## src/zpc_pkg.sv

```systemverilog
`default_nettype none

package zpc_pkg;

  // window geometry: three kernel rows and columns, held by three column cells
  localparam int KERNEL_MAX = 3;

  localparam int PIX_W   = 8;
  localparam int PIX_MAX = 255;
  localparam int COEF_W  = 16;

  // signed product of an unsigned byte and a coefficient, and its sums
  localparam int PROD_W = PIX_W + 1 + COEF_W;
  localparam int PSUM_W = PROD_W + 2;
  localparam int SUM_W  = PSUM_W + 2;

  // stages from acceptance to the result queue
  localparam int PIPE_N = 5;

  localparam int FIFO_DEPTH = 8;
  localparam int FIFO_AW    = 3;
  localparam int FIFO_CW    = 4;

  typedef logic [PIX_W-1:0]         pix_t;
  typedef logic signed [COEF_W-1:0] coef_t;
  typedef pix_t  [KERNEL_MAX-1:0]   pix_col_t;
  typedef coef_t [KERNEL_MAX-1:0]   coef_col_t;

  typedef struct packed {
    pix_t value;
    logic frame_last;
  } res_word_t;

  typedef enum logic [2:0] {
    REG_KERNEL_WIDTH  = 3'd0,
    REG_KERNEL_HEIGHT = 3'd1,
    REG_KERNEL_TOP    = 3'd2,
    REG_KERNEL_MID    = 3'd3,
    REG_KERNEL_BOT    = 3'd4,
    REG_ROW_BYTES     = 3'd5,
    REG_IMAGE_ROWS    = 3'd6
  } cfg_reg_t;

  typedef enum logic {
    ACT_PIXEL = 1'b0,
    ACT_FLUSH = 1'b1
  } action_t;

endpackage

`default_nettype wire

```

## src/zpc_cell.sv

```systemverilog
`default_nettype none

// one window column: holds its bytes and coefficients, passes bytes on
module zpc_cell
  import zpc_pkg::*;
(
  input  logic                     clk,
  input  logic                     shift_en,
  input  pix_col_t                 pix_in,
  input  coef_col_t                coef_in,
  output pix_col_t                 pix_out,
  output logic signed [PSUM_W-1:0] psum
);

  pix_col_t                 pix_r;
  coef_col_t                coef_r;
  logic signed [PROD_W-1:0] prod_r   [KERNEL_MAX];
  logic signed [PROD_W-1:0] prod_nxt [KERNEL_MAX];
  logic signed [PSUM_W-1:0] psum_r, psum_nxt;

  // a zero coefficient marks a padded slot, whose byte may never have been written
  always_comb begin
    for (int s = 0; s < KERNEL_MAX; s++) begin
      if (coef_r[s] == '0) begin
        prod_nxt[s] = '0;
      end else begin
        prod_nxt[s] = $signed({{(PROD_W-PIX_W){1'b0}}, pix_r[s]}) *
                      $signed({{(PROD_W-COEF_W){coef_r[s][COEF_W-1]}}, coef_r[s]});
      end
    end
  end

  always_comb begin
    psum_nxt = '0;
    for (int s = 0; s < KERNEL_MAX; s++) begin
      psum_nxt = psum_nxt + $signed({{(PSUM_W-PROD_W){prod_r[s][PROD_W-1]}}, prod_r[s]});
    end
  end

  always_ff @(posedge clk) begin
    if (shift_en) begin
      pix_r  <= pix_in;
      coef_r <= coef_in;
    end
    for (int s = 0; s < KERNEL_MAX; s++) begin
      prod_r[s] <= prod_nxt[s];
    end
    psum_r <= psum_nxt;
  end

  assign pix_out = pix_r;
  assign psum    = psum_r;

endmodule

`default_nettype wire

```

## config.mk

```make
export PLATFORM = sky130hd
export DESIGN_NAME = zpc_cell
export DESIGN_NICKNAME = d
export VERILOG_FILES = /design/src/zpc_pkg.sv /design/src/zpc_cell.sv
export SDC_FILE = /design/constraint.sdc
export NUM_CORES = 1
export LEC_CHECK = 0
export BUFFER_PORTS_ARGS = -buffer_cell sky130_fd_sc_hd__buf_2
export CORE_MARGIN = 3
export CORE_UTILIZATION = 50
export DETAILED_ROUTE_END_ITERATION = 10
export HOLD_SLACK_MARGIN = 0.15
export PLACE_DENSITY = 0.75
export SLEW_MARGIN = 10
export SYNTH_ARGS = -nofsm -noshare
export SYNTH_HDL_FRONTEND = slang
export SYNTH_SLANG_ARGS = --single-unit
```

## constraint.sdc

```tcl
create_clock -name clk -period 5.85 [get_ports clk]
set_input_delay 0.2925 -clock clk [delete_from_list [all_inputs] [get_ports clk]]
set_output_delay 0.2925 -clock clk [all_outputs]
set_load 0.01 [all_outputs]
```

==> summary.md <==
| Metric | Value |
|---|---|
| Status | complete, no violations |
| RSZ-0062 raised after global routing | no |
| CP max-delay cell | edfxtp_1 |
| Register bit total from synthesis | roughly 170 |
| Achievable Freq | 192 MHz |
| Grt ovf | 0 |
| Crit path kind | reg -> reg |
| Worst slew pin tran | ~0.76 ns |
| Die footprint | 43800 µm² |
| CP most frequent cell | fa_1 |
| Dpl hpwl | approximately 37 mm |
| TNS Setup | 0 ns |
| YS warnings | 0 |
| Largest net degree at the start of global routing | around 50 |
| Cell taking the most area after synthesis | fa_1 |
| Layout Utilization | 57.1% |
| Post-Syn Area | 20700 µm² |
| Worst-path fanout max | 17 |
| First-pass GRT wire length | around 80 mm |
| Final min period | between 5 and 6 ns |
| RD Place Congestion | roughly 0.92 |
| Post-Syn Instances | 2182 |
| Dpl cells | 2767 |
| Period utilization | 89.1% |
| Die width | between 200 and 250 µm |
| Fin Clk Skew | around 0.011 ns |
| Worst setup SP type | register |
| Vias in the first global route | between 15000 and 20000 |
| Grt met1 use | roughly 29% |
| CP required | a little over 6 ns |
| Routed WL per cell | approximately 16 µm |
| Layout cell share with drive strength beyond 1 | ~7% |
| Type of the most critical hold path | in -> reg |
| Sequential area share after synthesis | 20.3% |
| Area after detailed placement | roughly 22000 µm² |
| Largest cells by area after synthesis | fa_1 (32%), ha_1 (11%), edfxtp_1 (10%), dfxtp_1 (9.9%), inv_1 (8.4%) |
| Pre-antenna DRT Iters | 6 |
| Met2 usage | 37.2% |
| Layout fillers | 3495 |
| Commonest non-fill, non-tap cell in the layout | inv_1 |
| Ports | about 130 |
| GRT Util Overall | a little over a fifth |
| Most frequent cells in the layout | inv_1 (464), fa_1 (332), nand2_1 (225), and2_1 (225), ha_1 (175) |
| Die H | 209 µm |
| Routed WL | about 46 mm |
| Row Count | 73 |
| P&R area growth vs syn | 11.2% |
| Buffers on Ports | 124 |
| Core ar. | about 40000 µm² |
| Worst Path Arrival | between 5 and 6 ns |
| Remaining DRCs | 0 |
| Crit. End Element | register |
| Top cell type's share of synthesized area | between 30% and 40% |
| Critical Path Max Stage Delay | approximately 0.77 ns |
| Max_cap viols | 0 |
| Async S/R FF share, synth | 0% |
| Nets | roughly 3000 |
| Final setup vio count | 0 |
| Syn avg cell area | ~9.5 µm² |
| Clock transition at the registers of the reported paths | roughly 0.07 ns |
| Crit-path cells | nand2_1 > fa_1 > inv_1 > fa_1 > fa_1 > inv_1 > fa_1 > inv_1 > ha_1 > nand3_1 > a2111oi_4 > a21oi_2 > and4_4 > or3_1 > a21oi_1 |
| Vias | 15328 |
| CTS Sinks | between 150 and 200 |
| Grt peak-use layer | met2 |
| Slew HR | 49.5% |
| Initial antenna violation count | 0 |
| Iter 0 DRT Violations | about 900 |
| Synth cell types | 71 |
| Hold Vio Cnt, Final | 0 |
| Initial Utilization | between 50% and 60% |
| Post-layout instance area | between 20000 and 25000 µm² |
| Total CTS buffers | 17 |
| Clk buf depth | 2 |
| Clock latency on the worst-skew pair | 0.46 ns |
| EDFF count, synth | slightly above 70 |
| CTS tree | built |
| Clk root buf | clkbuf_16 |
| Final Non-Filler Cells | about 2900 |
| Syn_nets | about 2800 |
| Antenna cells | 0 |
| Antenna Nets Post-Route | 0 |
| Average vias per placed instance | about 5.3 |
| Synth Flop Type | dfxtp_1 |
| Met3 Use GR | around 3.2% |
| H-tree levels | 4 |
| Final slew viol count | 0 |
## flip-flops by register name (all words and copies together), names as in the netlist
| name | count |
|---|---|
| prod_r | 75 |
| coef_r | 48 |
| psum | 27 |
| pix_out | 24 |
## synth_stat cells (7+ instances only)
| library cell | n |
|---|---|
| and4_1 | 7 |
| o21ai_1 | 11 |
| a21o_1 | 30 |
| and3_1 | 7 |
| dfxtp_1 | 102 |
| o21a_1 | 25 |
| nand2_1 | 225 |
| a21oi_1 | 72 |
| ha_1 | 175 |
| a211oi_1 | 16 |
| nand4_1 | 10 |
| nor2_1 | 62 |
| and2_1 | 225 |
| xnor2_1 | 41 |
| xor2_1 | 16 |
| nor3_1 | 45 |
| nor4_1 | 17 |
| edfxtp_1 | 72 |
| o21bai_1 | 7 |
| fa_1 | 332 |
| o21ai_0 | 33 |
| clkbuf_1 | 56 |
| inv_1 | 464 |
| nand2b_1 | 10 |
| nand3_1 | 16 |
## metal layers
layer  routed length, µm  vias up
met3                2440       83
met2               22600      474
met5                   0        -
met1               19700     7635
met4                1030        0
li1                    -     7136
## final timing paths
path / start / to / slack (ns) / cells past startpoint
worst min register to register: prod_r[0][0] / psum[0] / 0.59 / 3
worst min-delay path: shift_en / coef_r[31] / 0.29 / 1
worst max-delay path: pix_out[0] / prod_r[0][23] / 0.64 / 15
worst max register to register: pix_out[0] / prod_r[0][23] / 0.64 / 15
## timing repair
action / in CTS / in global routing
endpoints found under the hold margin: 72 / 0
gates resized for setup: 0 / 0
hold buffers: 72 / 0
setup buffers: 0 / 0
## cell type report
| class | instances | area (µm²) | area share, % |
|---|---|---|---|
| Multi-Input combinational cell | 1479 | 14500 | 62.8 |
| Sequential cell | 174 | 4200 | 18.3 |
| Inverter | 464 | 1740 | 7.57 |
| Timing Repair Buffer | 197 | 1350 | 5.87 |
| Tap cell | 525 | 657 | 2.86 |
| Clock buffer | 21 | 504 | 2.19 |
| Clock inverter | 11 | 88.8 | 0.386 |
## cell families (layout without fill, tap and decap cells)
group / after synthesis / count (layout) / synth area share (%)
muxes: 6 / 6 / 0.290
adders and majority gates: 507 / 507 / 42.7
AOI/OAI and AO/OA: 258 / 258 / 8.45
buffers and inverters: 529 / 693 / 9.76
DFF: 174 / 174 / 20.3
and+or+nand+nor: 651 / 651 / 16.0
xor gates and xnor gates: 57 / 57 / 2.41
## through the flow
stage               worst slack, ns  hold WS, ns
global placement              0.872        0.468
floorplan                      1.14        0.391
global route                  0.320        0.297
finish                        0.637        0.293
detailed placement            0.640        0.471
CTS                           0.609        0.281
## worst max-delay path: cells and delay by family (launching register included)
family,cells,cell delay [ns]
compound gates,3,0.62
buf+inv,3,0.23
simple gates,4,0.97
fa+ha+maj,5,2.54
flops,1,0.77
Power is left out: the tool's default activity adds up to more than one toggle a clock period on the data nets, which glitch-free logic cannot reach.
