File: src/zpc_pkg.sv
`default_nettype none

package zpc_pkg;

  // window geometry: three kernel rows and columns, held by three column cells
  localparam int KERNEL_MAX = 3;

  localparam int PIX_W   = 8;
  localparam int PIX_MAX = 255;
  localparam int COEF_W  = 16;

  // signed product of an unsigned byte and a coefficient, and its sums
  localparam int PROD_W = PIX_W + 1 + COEF_W;
  localparam int PSUM_W = PROD_W + 2;
  localparam int SUM_W  = PSUM_W + 2;

  // stages from acceptance to the result queue
  localparam int PIPE_N = 5;

  localparam int FIFO_DEPTH = 8;
  localparam int FIFO_AW    = 3;
  localparam int FIFO_CW    = 4;

  typedef logic [PIX_W-1:0]         pix_t;
  typedef logic signed [COEF_W-1:0] coef_t;
  typedef pix_t  [KERNEL_MAX-1:0]   pix_col_t;
  typedef coef_t [KERNEL_MAX-1:0]   coef_col_t;

  typedef struct packed {
    pix_t value;
    logic frame_last;
  } res_word_t;

  typedef enum logic [2:0] {
    REG_KERNEL_WIDTH  = 3'd0,
    REG_KERNEL_HEIGHT = 3'd1,
    REG_KERNEL_TOP    = 3'd2,
    REG_KERNEL_MID    = 3'd3,
    REG_KERNEL_BOT    = 3'd4,
    REG_ROW_BYTES     = 3'd5,
    REG_IMAGE_ROWS    = 3'd6
  } cfg_reg_t;

  typedef enum logic {
    ACT_PIXEL = 1'b0,
    ACT_FLUSH = 1'b1
  } action_t;

endpackage

`default_nettype wire

File: src/zpc_out_fifo.sv
`default_nettype none

// result queue behind the arithmetic pipeline
module zpc_out_fifo
  import zpc_pkg::*;
(
  input  logic               clk,
  input  logic               rst_n,
  input  logic               push_en,
  input  res_word_t          push_word,
  input  logic               pop_en,
  output res_word_t          head_word,
  output logic [FIFO_CW-1:0] count
);

  res_word_t          mem_r [FIFO_DEPTH];
  logic [FIFO_AW-1:0] wr_ptr_r, wr_ptr_nxt;
  logic [FIFO_AW-1:0] rd_ptr_r, rd_ptr_nxt;
  logic [FIFO_CW-1:0] count_r, count_nxt;

  always_comb begin
    wr_ptr_nxt = push_en ? wr_ptr_r + 1'b1 : wr_ptr_r;
    rd_ptr_nxt = pop_en ? rd_ptr_r + 1'b1 : rd_ptr_r;
    unique case ({push_en, pop_en})
      2'b10:   count_nxt = count_r + 1'b1;
      2'b01:   count_nxt = count_r - 1'b1;
      default: count_nxt = count_r;
    endcase
  end

  always_ff @(posedge clk) begin
    if (push_en) begin
      mem_r[wr_ptr_r] <= push_word;
    end
  end

  always_ff @(posedge clk) begin
    if (!rst_n) begin
      wr_ptr_r <= '0;
      rd_ptr_r <= '0;
      count_r  <= '0;
    end else begin
      wr_ptr_r <= wr_ptr_nxt;
      rd_ptr_r <= rd_ptr_nxt;
      count_r  <= count_nxt;
    end
  end

  assign head_word = mem_r[rd_ptr_r];
  assign count     = count_r;

endmodule

`default_nettype wire

File: config.mk
export PLATFORM = sky130hd
export DESIGN_NAME = zpc_out_fifo
export DESIGN_NICKNAME = d
export VERILOG_FILES = /design/src/zpc_pkg.sv /design/src/zpc_out_fifo.sv
export SDC_FILE = /design/constraint.sdc
export NUM_CORES = 1
export LEC_CHECK = 0
export ABC_AREA = 1
export BUFFER_PORTS_ARGS = -buffer_cell sky130_fd_sc_hd__buf_4
export CAP_MARGIN = 20
export CORE_MARGIN = 2
export CORE_UTILIZATION = 39
export DETAILED_ROUTE_END_ITERATION = 10
export HOLD_SLACK_MARGIN = 0.12
export RECOVER_POWER = 100
export SYNTH_ARGS = -nofsm -noshare
export SYNTH_HDL_FRONTEND = slang
export SYNTH_SLANG_ARGS = --single-unit
File: constraint.sdc
create_clock -name clk -period 2.67 [get_ports clk]
set_input_delay 0.4005 -clock clk [delete_from_list [all_inputs] [get_ports clk]]
set_output_delay 0.4005 -clock clk [all_outputs]
set_load 0.03 [all_outputs]
==> flow_metrics.py <==
metrics = {
    "grt": {
        "overflow": 0,
        "grt_pass1_wl_um": 10400,
        "grt_antenna_before_repair": 0,
        "grt_util_all_layers_pct": 14.3,
        "via_count_of_the_first_global_routing_pass": 1987,
        "grt_start_max_net_pins": 38,
    },
    "min_path": {
        "hp-class": "in -> reg",
    },
    "final_layout": {
        "num_antenna_cells": 0,
        "fillCellCount": 803,
        "layout.area.seq_mm2": 0.00242,
        "final_common_cell": "sky130_fd_sc_hd__edfxtp_1",
        "flow.area_growth_from_synthesis_pct": 13.5,
        "drive_above_1_share_pct": 9.45,
        "multi_input_area_um2": 876,
        "mostFrequentLayoutCells": "sky130_fd_sc_hd__edfxtp_1 (72), sky130_fd_sc_hd__nor2_1 (54), sky130_fd_sc_hd__nand2_1 (42)",
        "design_area_mm2": 0.00391,
        "number_of_standard_cells_in_the_final_layout_excluding_fillers": 436,
        "nets_finish": 341,
    },
    "synth": {
        "mapped_cells": 287,
        "ys.warnings.count": 0,
        "synth.cell_area_mm2": 0.00345,
        "synth_area_per_cell_um2": 12.0,
        "synthesis.nets": 305,
        "seq_area_frac_synth_pct": 70.2,
        "netlist-cell-type-count": 21,
        "yosys_register_bits": 85,
    },
    "die": {
        "fp.dieW_um": 98.0,
        "die_h_um": 98.0,
        "core_area_mm2": 0.00864,
        "io_pins": 26,
        "rows": 34,
        "die-area_mm2": 0.00961,
        "start_util_pct": 39.9,
    },
    "run_status": {
        "outcome": "completed",
    },
    "setup_path": {
        "worst_setup_path_end_kind": "primary output",
        "data_arrival_at_the_endpoint_of_the_critical_path_ns": 1.90,
        "path_cells": "clkbuf_4, inv_6, o21ai_0, o21ai_1, nand2_1, nand2_1, clkbuf_2",
        "critical_path_class": "reg -> out",
        "cpPeakStageDelay_ns": 0.45,
        "setup.worst_path.start_class": "flop",
        "worst_path_most_repeated_cell": "sky130_fd_sc_hd__nand2_1",
        "crit_slowest_cell": "sky130_fd_sc_hd__clkbuf_4",
        "critical_path.max_fanout": 37,
        "worstPathRequired_ns": 2.27,
    },
    "clock_network": {
        "tritoncts": "yes",
        "clock_tree_sinks": 85,
        "cts-root-buf": "sky130_fd_sc_hd__clkbuf_8",
        "insertion_delay_ns": 0.36,
        "cts-buffers-inserted": 9,
        "htreeDepth": 3,
        "cts_hold_repair.buffers": 0,
        "cts.clk_slew.worst_paths_ns": 0.08,
        "post-cts-setup-buffer-count": 0,
        "clockBufferDepth": 2,
        "cts_resized": 0,
    },
    "timing": {
        "number_of_max_slew_violations_in_the_final_report": 0,
        "fin_worst_skew_ns": 0.0126,
        "timing.final.hold_violations": 0,
        "min_period_ns": 2.30,
        "maxSlewHeadroom_pct": 53.7,
        "post-route-period-util_pct": 86.2,
        "fin_tns_setup_ns": 0,
        "max_slew.worst_pin.slew_ns": 0.695,
        "rsz0062_at_grt": "no",
        "setup_violations_final": 0,
        "achievable-frequency_mhz": 435,
        "worst_hold_slack_ns": 0.316,
    },
    "power_and_ir_drop": {
        "p_leak_nw": 1.41,
        "ir_drop_mv": 0.416,
        "power_per_cell_area_mw_per_mm2": 746,
        "power_mw": 2.92,
    },
    "placement": {
        "gpl.final_weighted_congestion": 0.797,
        "placed_cells_incl_taps": 420,
        "io_buffers": 25,
        "post_dp_area_mm2": 0.00376,
        "place.detailed.hpwl_um": 4200,
    },
    "routing": {
        "dr.first_iter.drc_count": 143,
        "finalWirelength_um": 6670,
        "drc": 0,
        "drtPass1Iterations": 4,
        "drt.antenna.violating_nets": 0,
        "vias": 2162,
        "detail_route.wl_per_cell_um": 15.3,
        "vias_per_cell": 4.96,
    },
    "flow_run": {
        "maxCapViolations": 0,
    },
}
logic make-up (layout without fill, tap and decap cells):
kind of cell               after synthesis  after routing  synth area share (%)
AOI/OAI and AO/OA                       58             58                  8.74
xor gates and xnor gates                 4              4                  1.02
adders and majority gates                5              5                  1.81
DFF                                     85             85                  70.2
muxes                                    9              9                  2.61
buffers and inverters                   25             66                  4.35
and+or+nand+nor                        101            101                  11.2
metrics by stage:
stage | util [%] | setup slack [ns]
after floorplan | - | 1.09
after global placement | 43.6 | 0.828
after detailed placement | 43.6 | 0.846
after CTS | 46.3 | 0.450
after global routing | 45.3 | 0.183
final | 45.3 | 0.369
Yosys cell counts:
cell type / n / area, µm²
sky130_fd_sc_hd__edfxtp_1: 72 / 2160
sky130_fd_sc_hd__o21ai_0: 30 / 150
sky130_fd_sc_hd__or2_2: 1 / 6.26
sky130_fd_sc_hd__nand2_1: 42 / 158
sky130_fd_sc_hd__nand3_1: 4 / 20.0
sky130_fd_sc_hd__xnor2_1: 3 / 26.3
sky130_fd_sc_hd__inv_1: 12 / 45.0
sky130_fd_sc_hd__buf_2: 4 / 20.0
sky130_fd_sc_hd__buf_12: 1 / 20.0
sky130_fd_sc_hd__a21oi_1: 7 / 35.0
sky130_fd_sc_hd__o21ai_1: 12 / 60.1
sky130_fd_sc_hd__ha_1: 5 / 62.6
sky130_fd_sc_hd__nor2_1: 54 / 203
sky130_fd_sc_hd__dfxtp_1: 13 / 260
sky130_fd_sc_hd__buf_6: 2 / 22.5
sky130_fd_sc_hd__clkinv_1: 1 / 3.75
sky130_fd_sc_hd__inv_6: 1 / 8.76
sky130_fd_sc_hd__o22ai_1: 9 / 56.3
sky130_fd_sc_hd__xor2_1: 1 / 8.76
sky130_fd_sc_hd__buf_4: 4 / 30.0
sky130_fd_sc_hd__mux2i_1: 9 / 90.1
where the power goes:
part           internal [mW]  switching [mW]  leakage [nW]
logic                  0.112           0.243         0.529
clock network          0.621           0.444         0.116
registers               1.48          0.0191         0.761
area by class of cell:
class | instances | area share, %
Clock buffer | 10 | 3.26
Tap cell | 108 | 3.45
Inverter | 14 | 1.47
Multi-Input combinational cell | 177 | 22.4
Sequential cell | 85 | 61.9
Clock inverter | 6 | 2.85
Timing Repair Buffer | 36 | 4.67
routing by layer:
| metal | global-route usage, % | vias to the layer above | wire (µm) |
|---|---|---|---|
| met2 | 23.6 | 50 | 3190 |
| met1 | 17.9 | 1024 | 3060 |
| met4 | 5.45 | 0 | 124 |
| met3 | 4.15 | 12 | 299 |
| met5 | 0 | - | 0 |
| li1 | - | 1076 | - |
critical path: cells and delay by family, from the launching register on:
family                 cells  cell delay (ns)
AO/OA/AOI/OAI              2             0.29
buffers and inverters      3             0.82
flip-flops                 1             0.31
AND/OR/NAND/NOR            2             0.13
state kept, by name, indices dropped and copies added, names as in the netlist, named ones only:
signal,count
count,4
mem_r,72
rd_ptr_r,3
wr_ptr_r,3
final timing paths:
kind / startpoint / end / slack [ns] / cells after the start
worst max-delay path: flop / head_word[8] / 0.37 / 7
worst min-delay path: pop_en / rd_ptr_r[1] / 0.32 / 2
worst max register to register: wr_ptr_r[0] / mem_r[4][8] / 0.97 / 3
worst min register to register: wr_ptr_r[0] / wr_ptr_r[0] / 0.50 / 2
Power figures use the tool's default switching activity.
